`src/hdl/pwbf_pkg.sv`:
```
`default_nettype none
package pwbf_pkg;

	// Frame layout
	localparam int FRAME_LEN = 11;
	localparam int STEP_W    = 4;
	localparam logic [7:0] HDR0 = 8'hC8;
	localparam logic [7:0] HDR1 = 8'h8B;

	// Register map: one register, word index in paddr[2]
	localparam int APB_ADDR_W = 3;
	localparam logic REG_THRESHOLD = 1'b0;
	localparam logic [7:0] THRESHOLD_RESET = 8'd16;

	// Decoded symbol from the timing unit
	typedef struct packed {
		logic valid;
		logic zero;
	} sym_t;

	// Framer result toward the output register
	typedef struct packed {
		logic              valid;
		logic [7:0]        frame_byte;
		logic [STEP_W-1:0] byte_position;
		logic              frame_last;
	} res_t;

endpackage
`default_nettype wire

```
`src/hdl/pwbf_if.sv`:
```
`default_nettype none
interface pwbf_edge_if;
	logic        valid;
	logic        ready;
	logic        edge_rising;
	logic [15:0] edge_time;

	modport source (output valid, output edge_rising, output edge_time, input ready);
	modport sink   (input valid, input edge_rising, input edge_time, output ready);
endinterface

interface pwbf_byte_if;
	logic                       valid;
	logic                       ready;
	logic [7:0]                 frame_byte;
	logic [pwbf_pkg::STEP_W-1:0] byte_position;
	logic                       frame_last;

	modport source (output valid, output frame_byte, output byte_position,
		output frame_last, input ready);
	modport sink   (input valid, input frame_byte, input byte_position,
		input frame_last, output ready);
endinterface
`default_nettype wire

```
`src/hdl/pwbf_symbol.sv`:
```
`default_nettype none
module pwbf_symbol (
	input  wire logic          clk,
	input  wire logic          arst_n,
	input  wire logic          advance,
	input  wire logic          edge_rising,
	input  wire logic [15:0]   edge_time,
	input  wire logic [7:0]    bit_threshold,
	output pwbf_pkg::sym_t     sym
);

	logic [15:0] fall_stamp_q;
	logic [15:0] rise_stamp_q;
	logic [7:0]  low_scaled_q;
	logic        rise_pending_q;

	logic [15:0] low_width;
	logic [15:0] high_width;
	logic [7:0]  high_scaled;
	logic [7:0]  diff;

	// Measure widths modulo 2^16, scale by 8 and compare
	always_comb begin
		low_width   = edge_time - fall_stamp_q;
		high_width  = edge_time - rise_stamp_q;
		high_scaled = high_width[10:3];
		diff        = (high_scaled > low_scaled_q) ? (high_scaled - low_scaled_q)
			: (low_scaled_q - high_scaled);
		sym.valid   = advance && !edge_rising && rise_pending_q;
		sym.zero    = diff < bit_threshold;
	end

	// Hold edge stamps and the pending low width
	always_ff @(posedge clk or negedge arst_n) begin
		if (!arst_n) begin
			fall_stamp_q   <= '0;
			rise_stamp_q   <= '0;
			low_scaled_q   <= '0;
			rise_pending_q <= 1'b0;
		end else if (advance) begin
			if (edge_rising) begin
				rise_stamp_q   <= edge_time;
				low_scaled_q   <= low_width[10:3];
				rise_pending_q <= 1'b1;
			end else begin
				fall_stamp_q   <= edge_time;
				rise_pending_q <= 1'b0;
			end
		end
	end

endmodule
`default_nettype wire

```
`src/hdl/pwbf_framer.sv`:
```
`default_nettype none
module pwbf_framer (
	input  wire logic           clk,
	input  wire logic           arst_n,
	input  wire pwbf_pkg::sym_t sym,
	output pwbf_pkg::res_t      res
);

	localparam logic [pwbf_pkg::STEP_W:0]   LEN_EXT  = (pwbf_pkg::STEP_W+1)'(pwbf_pkg::FRAME_LEN);
	localparam logic [pwbf_pkg::STEP_W-1:0] LAST_POS =
		pwbf_pkg::STEP_W'(pwbf_pkg::FRAME_LEN - 1);

	logic                          in_byte_q;
	logic [2:0]                    bit_index_q;
	logic [7:0]                    shift_byte_q;
	logic [pwbf_pkg::STEP_W-1:0]   frame_step_q;

	logic [7:0]                    byte_next;
	logic                          byte_done;
	logic                          step_ok;
	logic                          hdr_ok;
	logic [pwbf_pkg::STEP_W-1:0]   step_next;

	// Assemble the byte and check it against the frame position
	always_comb begin
		byte_next = shift_byte_q;
		byte_next[bit_index_q] = !sym.zero;
		byte_done = sym.valid && in_byte_q && (bit_index_q == 3'd7);
		step_ok   = {1'b0, frame_step_q} < LEN_EXT;
		case (frame_step_q)
			'0:      hdr_ok = byte_next == pwbf_pkg::HDR0;
			1:       hdr_ok = byte_next == pwbf_pkg::HDR1;
			default: hdr_ok = 1'b1;
		endcase
		if (!step_ok || !hdr_ok) begin
			step_next = '0;
		end else if (frame_step_q == LAST_POS) begin
			step_next = '0;
		end else begin
			step_next = frame_step_q + 1'b1;
		end
		res.valid         = byte_done && step_ok && hdr_ok;
		res.frame_byte    = byte_next;
		res.byte_position = frame_step_q;
		res.frame_last    = frame_step_q == LAST_POS;
	end

	// Advance byte collection and framer position per symbol
	always_ff @(posedge clk or negedge arst_n) begin
		if (!arst_n) begin
			in_byte_q    <= 1'b0;
			bit_index_q  <= '0;
			shift_byte_q <= '0;
			frame_step_q <= '0;
		end else if (sym.valid) begin
			if (!in_byte_q) begin
				if (sym.zero) begin
					in_byte_q   <= 1'b1;
					bit_index_q <= '0;
				end
			end else begin
				shift_byte_q <= byte_next;
				bit_index_q  <= bit_index_q + 1'b1;
				if (byte_done) begin
					in_byte_q    <= 1'b0;
					frame_step_q <= step_next;
				end
			end
		end
	end

endmodule
`default_nettype wire

```
`src/hdl/pulse_width_bit_frame_decoder.sv`:
```
// Pulse-width bit and frame decoder.
// edge_in carries one word per pin edge: polarity and a 16-bit capture
// timestamp. Rising/falling pairs are measured, the scaled low and high
// widths' difference compared against bit_threshold, and the symbols are
// assembled LSB first into bytes after a zero start symbol. A framer
// checks the two header bytes and emits each accepted byte on byte_out
// with its position; the last byte of the frame has frame_last set.
// A word held in the input register is decoded as it moves on; its result
// (if any) goes to the output register behind byte_out. One word per cycle
// is taken in steady state; the input register and the output register
// decouple the two sides, so edge_in keeps flowing while a result waits,
// and stalls only once both registers are full and byte_out.ready is low.
// The APB port holds bit_threshold at byte address 0 (reset 16); write it
// only while the block is idle.
// Reset clears all timing, byte and framer state and empties both
// registers; no clearing pass is needed.
`default_nettype none
module pulse_width_bit_frame_decoder (
	input  wire logic                            clk,
	input  wire logic                            arst_n,
	pwbf_edge_if.sink                            edge_in,
	pwbf_byte_if.source                          byte_out,
	input  wire logic                            psel,
	input  wire logic                            penable,
	input  wire logic                            pwrite,
	input  wire logic [pwbf_pkg::APB_ADDR_W-1:0] paddr,
	input  wire logic [31:0]                     pwdata,
	output logic [31:0]                          prdata,
	output logic                                 pready
);

	logic                 valid_s1;
	logic                 rising_s1;
	logic [15:0]          time_s1;
	logic                 out_valid_q;
	logic [7:0]           byte_q;
	logic [pwbf_pkg::STEP_W-1:0] pos_q;
	logic                 last_q;
	logic [7:0]           threshold_q;
	logic                 advance;
	pwbf_pkg::sym_t       sym;
	pwbf_pkg::res_t       res;

	// Configuration register
	assign pready = 1'b1;
	assign prdata = (paddr[2] == pwbf_pkg::REG_THRESHOLD) ? {24'd0, threshold_q} : 32'd0;

	always_ff @(posedge clk or negedge arst_n) begin
		if (!arst_n) begin
			threshold_q <= pwbf_pkg::THRESHOLD_RESET;
		end else if (psel && penable && pwrite && pready
			&& paddr[2] == pwbf_pkg::REG_THRESHOLD) begin
			threshold_q <= pwdata[7:0];
		end
	end

	// Handshake: the input word moves on whenever the output slot frees up
	assign advance       = valid_s1 && (!out_valid_q || byte_out.ready);
	assign edge_in.ready = !valid_s1 || advance;

	// Input register
	always_ff @(posedge clk or negedge arst_n) begin
		if (!arst_n) begin
			valid_s1 <= 1'b0;
		end else if (edge_in.ready) begin
			valid_s1 <= edge_in.valid;
		end
	end

	always_ff @(posedge clk) begin
		if (edge_in.valid && edge_in.ready) begin
			rising_s1 <= edge_in.edge_rising;
			time_s1   <= edge_in.edge_time;
		end
	end

	pwbf_symbol u_symbol (
		.clk           (clk),
		.arst_n        (arst_n),
		.advance       (advance),
		.edge_rising   (rising_s1),
		.edge_time     (time_s1),
		.bit_threshold (threshold_q),
		.sym           (sym)
	);

	pwbf_framer u_framer (
		.clk    (clk),
		.arst_n (arst_n),
		.sym    (sym),
		.res    (res)
	);

	// Output register: load a result, drop the word once taken
	always_ff @(posedge clk or negedge arst_n) begin
		if (!arst_n) begin
			out_valid_q <= 1'b0;
		end else if (advance) begin
			out_valid_q <= res.valid;
		end else if (byte_out.ready) begin
			out_valid_q <= 1'b0;
		end
	end

	always_ff @(posedge clk) begin
		if (advance && res.valid) begin
			byte_q <= res.frame_byte;
			pos_q  <= res.byte_position;
			last_q <= res.frame_last;
		end
	end

	assign byte_out.valid         = out_valid_q;
	assign byte_out.frame_byte    = byte_q;
	assign byte_out.byte_position = pos_q;
	assign byte_out.frame_last    = last_q;

endmodule
`default_nettype wire

```
`src/flat_wrapper.sv`:
```
// flat-port wrapper written by rule: the top's interface ports become plain ports
module pulse_width_bit_frame_decoder_flat 
  (clk, arst_n, psel, penable, pwrite, paddr, pwdata, prdata, pready, edge_in_valid, edge_in_edge_rising, edge_in_edge_time, edge_in_ready, byte_out_valid, byte_out_frame_byte, byte_out_byte_position, byte_out_frame_last, byte_out_ready);
  pwbf_edge_if edge_in_i ();
  pwbf_byte_if byte_out_i ();
  input  wire logic clk;
  input  wire logic arst_n;
  input  wire logic psel;
  input  wire logic penable;
  input  wire logic pwrite;
  input  wire logic [pwbf_pkg::APB_ADDR_W-1:0] paddr;
  input  wire logic [31:0] pwdata;
  output logic [31:0] prdata;
  output logic pready;
  input wire logic [$bits(edge_in_i.valid)-1:0] edge_in_valid;
  input wire logic [$bits(edge_in_i.edge_rising)-1:0] edge_in_edge_rising;
  input wire logic [$bits(edge_in_i.edge_time)-1:0] edge_in_edge_time;
  output wire logic [$bits(edge_in_i.ready)-1:0] edge_in_ready;
  output wire logic [$bits(byte_out_i.valid)-1:0] byte_out_valid;
  output wire logic [$bits(byte_out_i.frame_byte)-1:0] byte_out_frame_byte;
  output wire logic [$bits(byte_out_i.byte_position)-1:0] byte_out_byte_position;
  output wire logic [$bits(byte_out_i.frame_last)-1:0] byte_out_frame_last;
  input wire logic [$bits(byte_out_i.ready)-1:0] byte_out_ready;
  assign edge_in_i.valid = edge_in_valid;
  assign edge_in_i.edge_rising = edge_in_edge_rising;
  assign edge_in_i.edge_time = edge_in_edge_time;
  assign edge_in_ready = edge_in_i.ready;
  assign byte_out_valid = byte_out_i.valid;
  assign byte_out_frame_byte = byte_out_i.frame_byte;
  assign byte_out_byte_position = byte_out_i.byte_position;
  assign byte_out_frame_last = byte_out_i.frame_last;
  assign byte_out_i.ready = byte_out_ready;
  pulse_width_bit_frame_decoder u_core (.clk(clk), .arst_n(arst_n), .edge_in(edge_in_i), .byte_out(byte_out_i), .psel(psel), .penable(penable), .pwrite(pwrite), .paddr(paddr), .pwdata(pwdata), .prdata(prdata), .pready(pready));
endmodule
```
`config.mk`:
```
export PLATFORM = sky130hd
export DESIGN_NAME = pulse_width_bit_frame_decoder_flat
export DESIGN_NICKNAME = d
export VERILOG_FILES = /design/src/hdl/pwbf_pkg.sv /design/src/hdl/pwbf_if.sv /design/src/hdl/pwbf_symbol.sv /design/src/hdl/pwbf_framer.sv /design/src/hdl/pulse_width_bit_frame_decoder.sv /design/src/flat_wrapper.sv
export SDC_FILE = /design/constraint.sdc
export NUM_CORES = 1
export LEC_CHECK = 0
export BUFFER_PORTS_ARGS = -buffer_cell sky130_fd_sc_hd__buf_2
export CORE_MARGIN = 2
export CORE_UTILIZATION = 62
export CTS_BUF_LIST = sky130_fd_sc_hd__clkbuf_4 sky130_fd_sc_hd__clkbuf_8
export DETAILED_ROUTE_END_ITERATION = 8
export PLACE_DENSITY = 0.89
export RECOVER_POWER = 25
export SYNTH_ARGS = -nofsm -noshare
export SYNTH_HDL_FRONTEND = slang
export SYNTH_SLANG_ARGS = --single-unit
```
`constraint.sdc`:
```
create_clock -name clk -period 16.85 [get_ports clk]
set_clock_uncertainty 0.05 [all_clocks]
set_input_delay 2.5275 -clock clk [delete_from_list [all_inputs] [get_ports clk]]
set_output_delay 2.5275 -clock clk [all_outputs]
set_load 0.1 [all_outputs]
```
==> key figures <==
Die
  • Core Footprint: 8180 µm²
  • Die H: 95.5 µm
  • I/O pins: 107
  • Rows: 33
  • Die ar.: 9120 µm²
  • Initial Utilization: 0.635
  • Die width: 95.5 µm

CTS
  • Clock transition at the registers of the reported paths: 0.09 ns
  • Post-CTS Hold Buffers: 0
  • Post-CTS Resized: 0
  • Setup bufs post-CTS: 0
  • CTS sink cnt: 82
  • H-tree depth: 3
  • TritonCTS clock tree: built
  • Num CTS Buffers: 9
  • Clock Root Buffer: clkbuf_8
  • Worst-Skew Late Latency: 0.37 ns
  • Clock buffer depth: 2

STA
  • Maximum clock rate: 143 MHz
  • Worst slew margin relative to its limit: -1.10
  • Worst-margin pin slew: 3.15 ns
  • Final hold vios: 0
  • Setup ws final: 9.86 ns
  • RSZ-0062 raised after global routing: false
  • Final Max Slew Viols: 58
  • Final period util: 0.415
  • Setup-violating endpoint count in the final report: 0
  • Fin crit period: 6.99 ns
  • Setup_tns: 0 ns

Yosys
  • Post-synth top area share: 0.270
  • Number of synthesized flops with an enable pin: 25
  • Largest area contributor in the netlist: dfrtp_1
  • Post-synth top flop: dfrtp_1
  • Cells after Synth: 525
  • #FFs+latches synth: 82
  • Synth Warn #: 0
  • Avg Inst Size Synth: 9.89 µm²
  • Cell Area, Synth: 5190 µm²
  • Sequential-to-total area share from yosys stat: 0.420
  • Synth cell types: 66
  • Async set or reset register ratio after synthesis: 0.695
  • Area contributors post-synth: dfrtp_1, edfxtp_1, ha_1

Global routing
  • Antenna violations before repair: 0
  • Largest net degree at the start of global routing: 58
  • Total GRT Usage: 0.220
  • Global route overflow: 0
  • First-pass GRT wire length: 15700 µm
  • Via count of the first global-routing pass: 3584

Route
  • Post-DR vias/cell: 5.62
  • Post-DRT Antenna Nets: 0
  • WL final: 9620 µm
  • Via count: 3828
  • Routed wire per std cell: 14.1 µm
  • Initial DRC Count: 194
  • DRC violations left: 0
  • Pre-antenna DRT Iters: 5

Setup path
  • Crit path kind: reg2reg
  • RR Endpoint: u_core.byte_out.frame_byte[0]
  • Type of origin of the critical path: flop
  • CP required: 16.79 ns
  • CP top delay family: compound AO/OA/AOI/OAI gates
  • Crit path to: u_core.byte_out.frame_byte[0]
  • Setup crit start: u_core.time_s1[1]
  • R2R Path Start: u_core.time_s1[1]
  • Crit. End Element: flop
  • Crit Path Max Fanout: 13
  • Reg2reg path depth: 23
  • CP max-delay cell: o31ai_1
  • CP Depth: 23
  • CP cell instances: ha_1 > a21o_1 > a21o_1 > a21oi_1 > o211ai_1 > a21oi_1 > xnor2_1 > ha_1 > and3_1 > a21oi_2 > a31oi_4 > mux2_4 > a221o_1 > a21oi_2 > xnor2_1 > ha_1 > and2_1 > o2111ai_1 > o31ai_1 > nor2_2 > and4b_1 > o221ai_1 > nand2_1
  • Worst reg2reg setup slack: 9.86 ns
  • Most used cell, CP: ha_1
  • Worst EP arrival: 6.93 ns
  • Worst path max stage delay: 0.57 ns
  • Buf/Inv on CP: 0

Power
  • Worst-case vdd ir drop: 104 µV
  • Total power: 1140 µW
  • Leak: 0.00262 µW
  • Pwr Density: 205 nW/µm²

Placement
  • Place WS: 10.00 ns
  • Port bufs: 50
  • DP Cell Count: 665
  • RePlAce Congestion: 0.879
  • Post-DP HPWL: 6960 µm

Outcome
  • Failing checks: capacitance limit, slew limit
  • Status: finished with violations

Finish
  • Layout cells sized above 1: 0.174
  • Area delta synth->final: 7.40%
  • Ant. Diodes: 0
  • Non-filler instance count after layout: 681
  • Post-layout net count: 674
  • Utilization after layout: 0.682

Run
  • Max-Cap Viols: 1

Hold path
  • HP Class: reg2reg
-- per-layer routing --
| metal | global-route usage | wire (µm) |
|---|---|---|
| met1 | 0.275 | 4280 |
| met3 | 0.0593 | 523 |
| met4 | 0.0655 | 161 |
| met2 | 0.377 | 4660 |
| met5 | 0 | 0 |
-- how the worst min path moves through the flow --
| stage | start | end | slack, ns | cells past startpoint |
|---|---|---|---|---|
| after floorplan | u_core.u_framer.frame_step_q[2] | u_core.byte_out.byte_position[2] | 0.37 | 0 |
| after global placement | u_core.u_framer.shift_byte_q[0] | u_core.u_framer.shift_byte_q[0] | 0.42 | 2 |
| after detailed placement | u_core.u_framer.shift_byte_q[0] | u_core.u_framer.shift_byte_q[0] | 0.41 | 2 |
| after CTS | u_core.u_framer.shift_byte_q[0] | u_core.u_framer.shift_byte_q[0] | 0.44 | 2 |
| after global routing | u_core.u_framer.shift_byte_q[0] | u_core.u_framer.shift_byte_q[0] | 0.48 | 2 |
| final | u_core.u_framer.shift_byte_q[0] | u_core.u_framer.shift_byte_q[0] | 0.44 | 2 |
-- worst min-delay path, delay by kind of cell, from the launching register on --
kind	cells	cell delay (ns)
flops	1	0.35
simple gates	2	0.11
-- where the power goes --
group | internal, µW | switching, µW
Clock | 54.9 | 77.7
Sequential | 246 | 32.3
Combinational | 290 | 442
Total | 591 | 552
-- synth_stat cells (8+ instances only) --
library cell / count
dfrtp_1: 56
nand2_1: 56
inv_1: 44
ha_1: 42
o21ai_0: 39
nor2_1: 28
buf_4: 25
edfxtp_1: 25
a21oi_1: 23
mux2_2: 22
xnor2_1: 15
nor3_1: 13
clkbuf_1: 12
xor2_1: 11
nor2b_1: 8
-- cells in the final DEF (no fill, tap or decap), types with 7 or more instances in the layout --
| master | netlist | routed |
|---|---|---|
| ha_1 | 42 | 42 |
| xnor2_1 | 15 | 15 |
| clkbuf_8 | 1 | 9 |
| nand2_1 | 56 | 56 |
| a21o_1 | 7 | 7 |
| nor3_1 | 13 | 13 |
| mux2i_1 | 7 | 7 |
| o21ai_0 | 39 | 39 |
| nor2b_1 | 8 | 8 |
| xor2_1 | 11 | 11 |
| nand2b_1 | 7 | 7 |
| nor2_1 | 28 | 28 |
| a31oi_1 | 7 | 7 |
| edfxtp_1 | 25 | 25 |
| conb_1 | 2 | 25 |
| mux2_2 | 22 | 22 |
| buf_2 | 0 | 50 |
| inv_1 | 44 | 44 |
| dfrtp_1 | 56 | 56 |
| a21oi_1 | 23 | 23 |
-- per-stage QoR --
stage	instance area (µm²)	hold slack [ns]
final	5570	0.438
after global routing	5570	0.476
after CTS	5580	0.436
after detailed placement	5400	0.414
after global placement	5400	0.415
after floorplan	5280	0.373
-- state kept, by name, indices dropped and copies added, names as in the netlist --
name and flops:
u_core.u_symbol.low_scaled_q 8, u_core.u_symbol.rise_pending_q 1, u_core.u_framer.in_byte_q 1, u_core.u_framer.bit_index_q 3
u_core.u_framer.frame_step_q 4, u_core.byte_out.frame_byte 8, u_core.u_symbol.fall_stamp_q 11, u_core.byte_out.valid 1
u_core.byte_out.frame_last 1, u_core.u_symbol.rise_stamp_q 11, u_core.byte_out.byte_position 4, u_core.threshold_q 8
u_core.rising_s1 1, u_core.u_framer.shift_byte_q 8, u_core.valid_s1 1, u_core.time_s1 11
-- area by class of cell --
type,count,area [µm²]
Multi-Input combinational cell,382,2660
Fill cell,593,2600
Sequential cell,82,2180
Timing Repair Buffer,52,262
Inverter,44,165
Tap cell,105,131
Clock buffer,9,124
Clock inverter,7,50.0
-- kinds of logic (layout without fill, tap and decap cells) --
kind of cell             Yosys count  after routing  share of synthesized area
AND/OR/NAND/NOR                  144            144                      0.136
AO/OA/AOI/OAI                    113            113                      0.142
buffers and inverters             84            112                     0.0837
flip-flops                        82             82                      0.420
adder cells (fa/ha/maj)           44             44                      0.109
multiplexers                      30             30                     0.0641
XOR/XNOR                          26             26                     0.0439
other                              2             25                    0.00145
No activity file was read; power rests on OpenSTA's default activity.
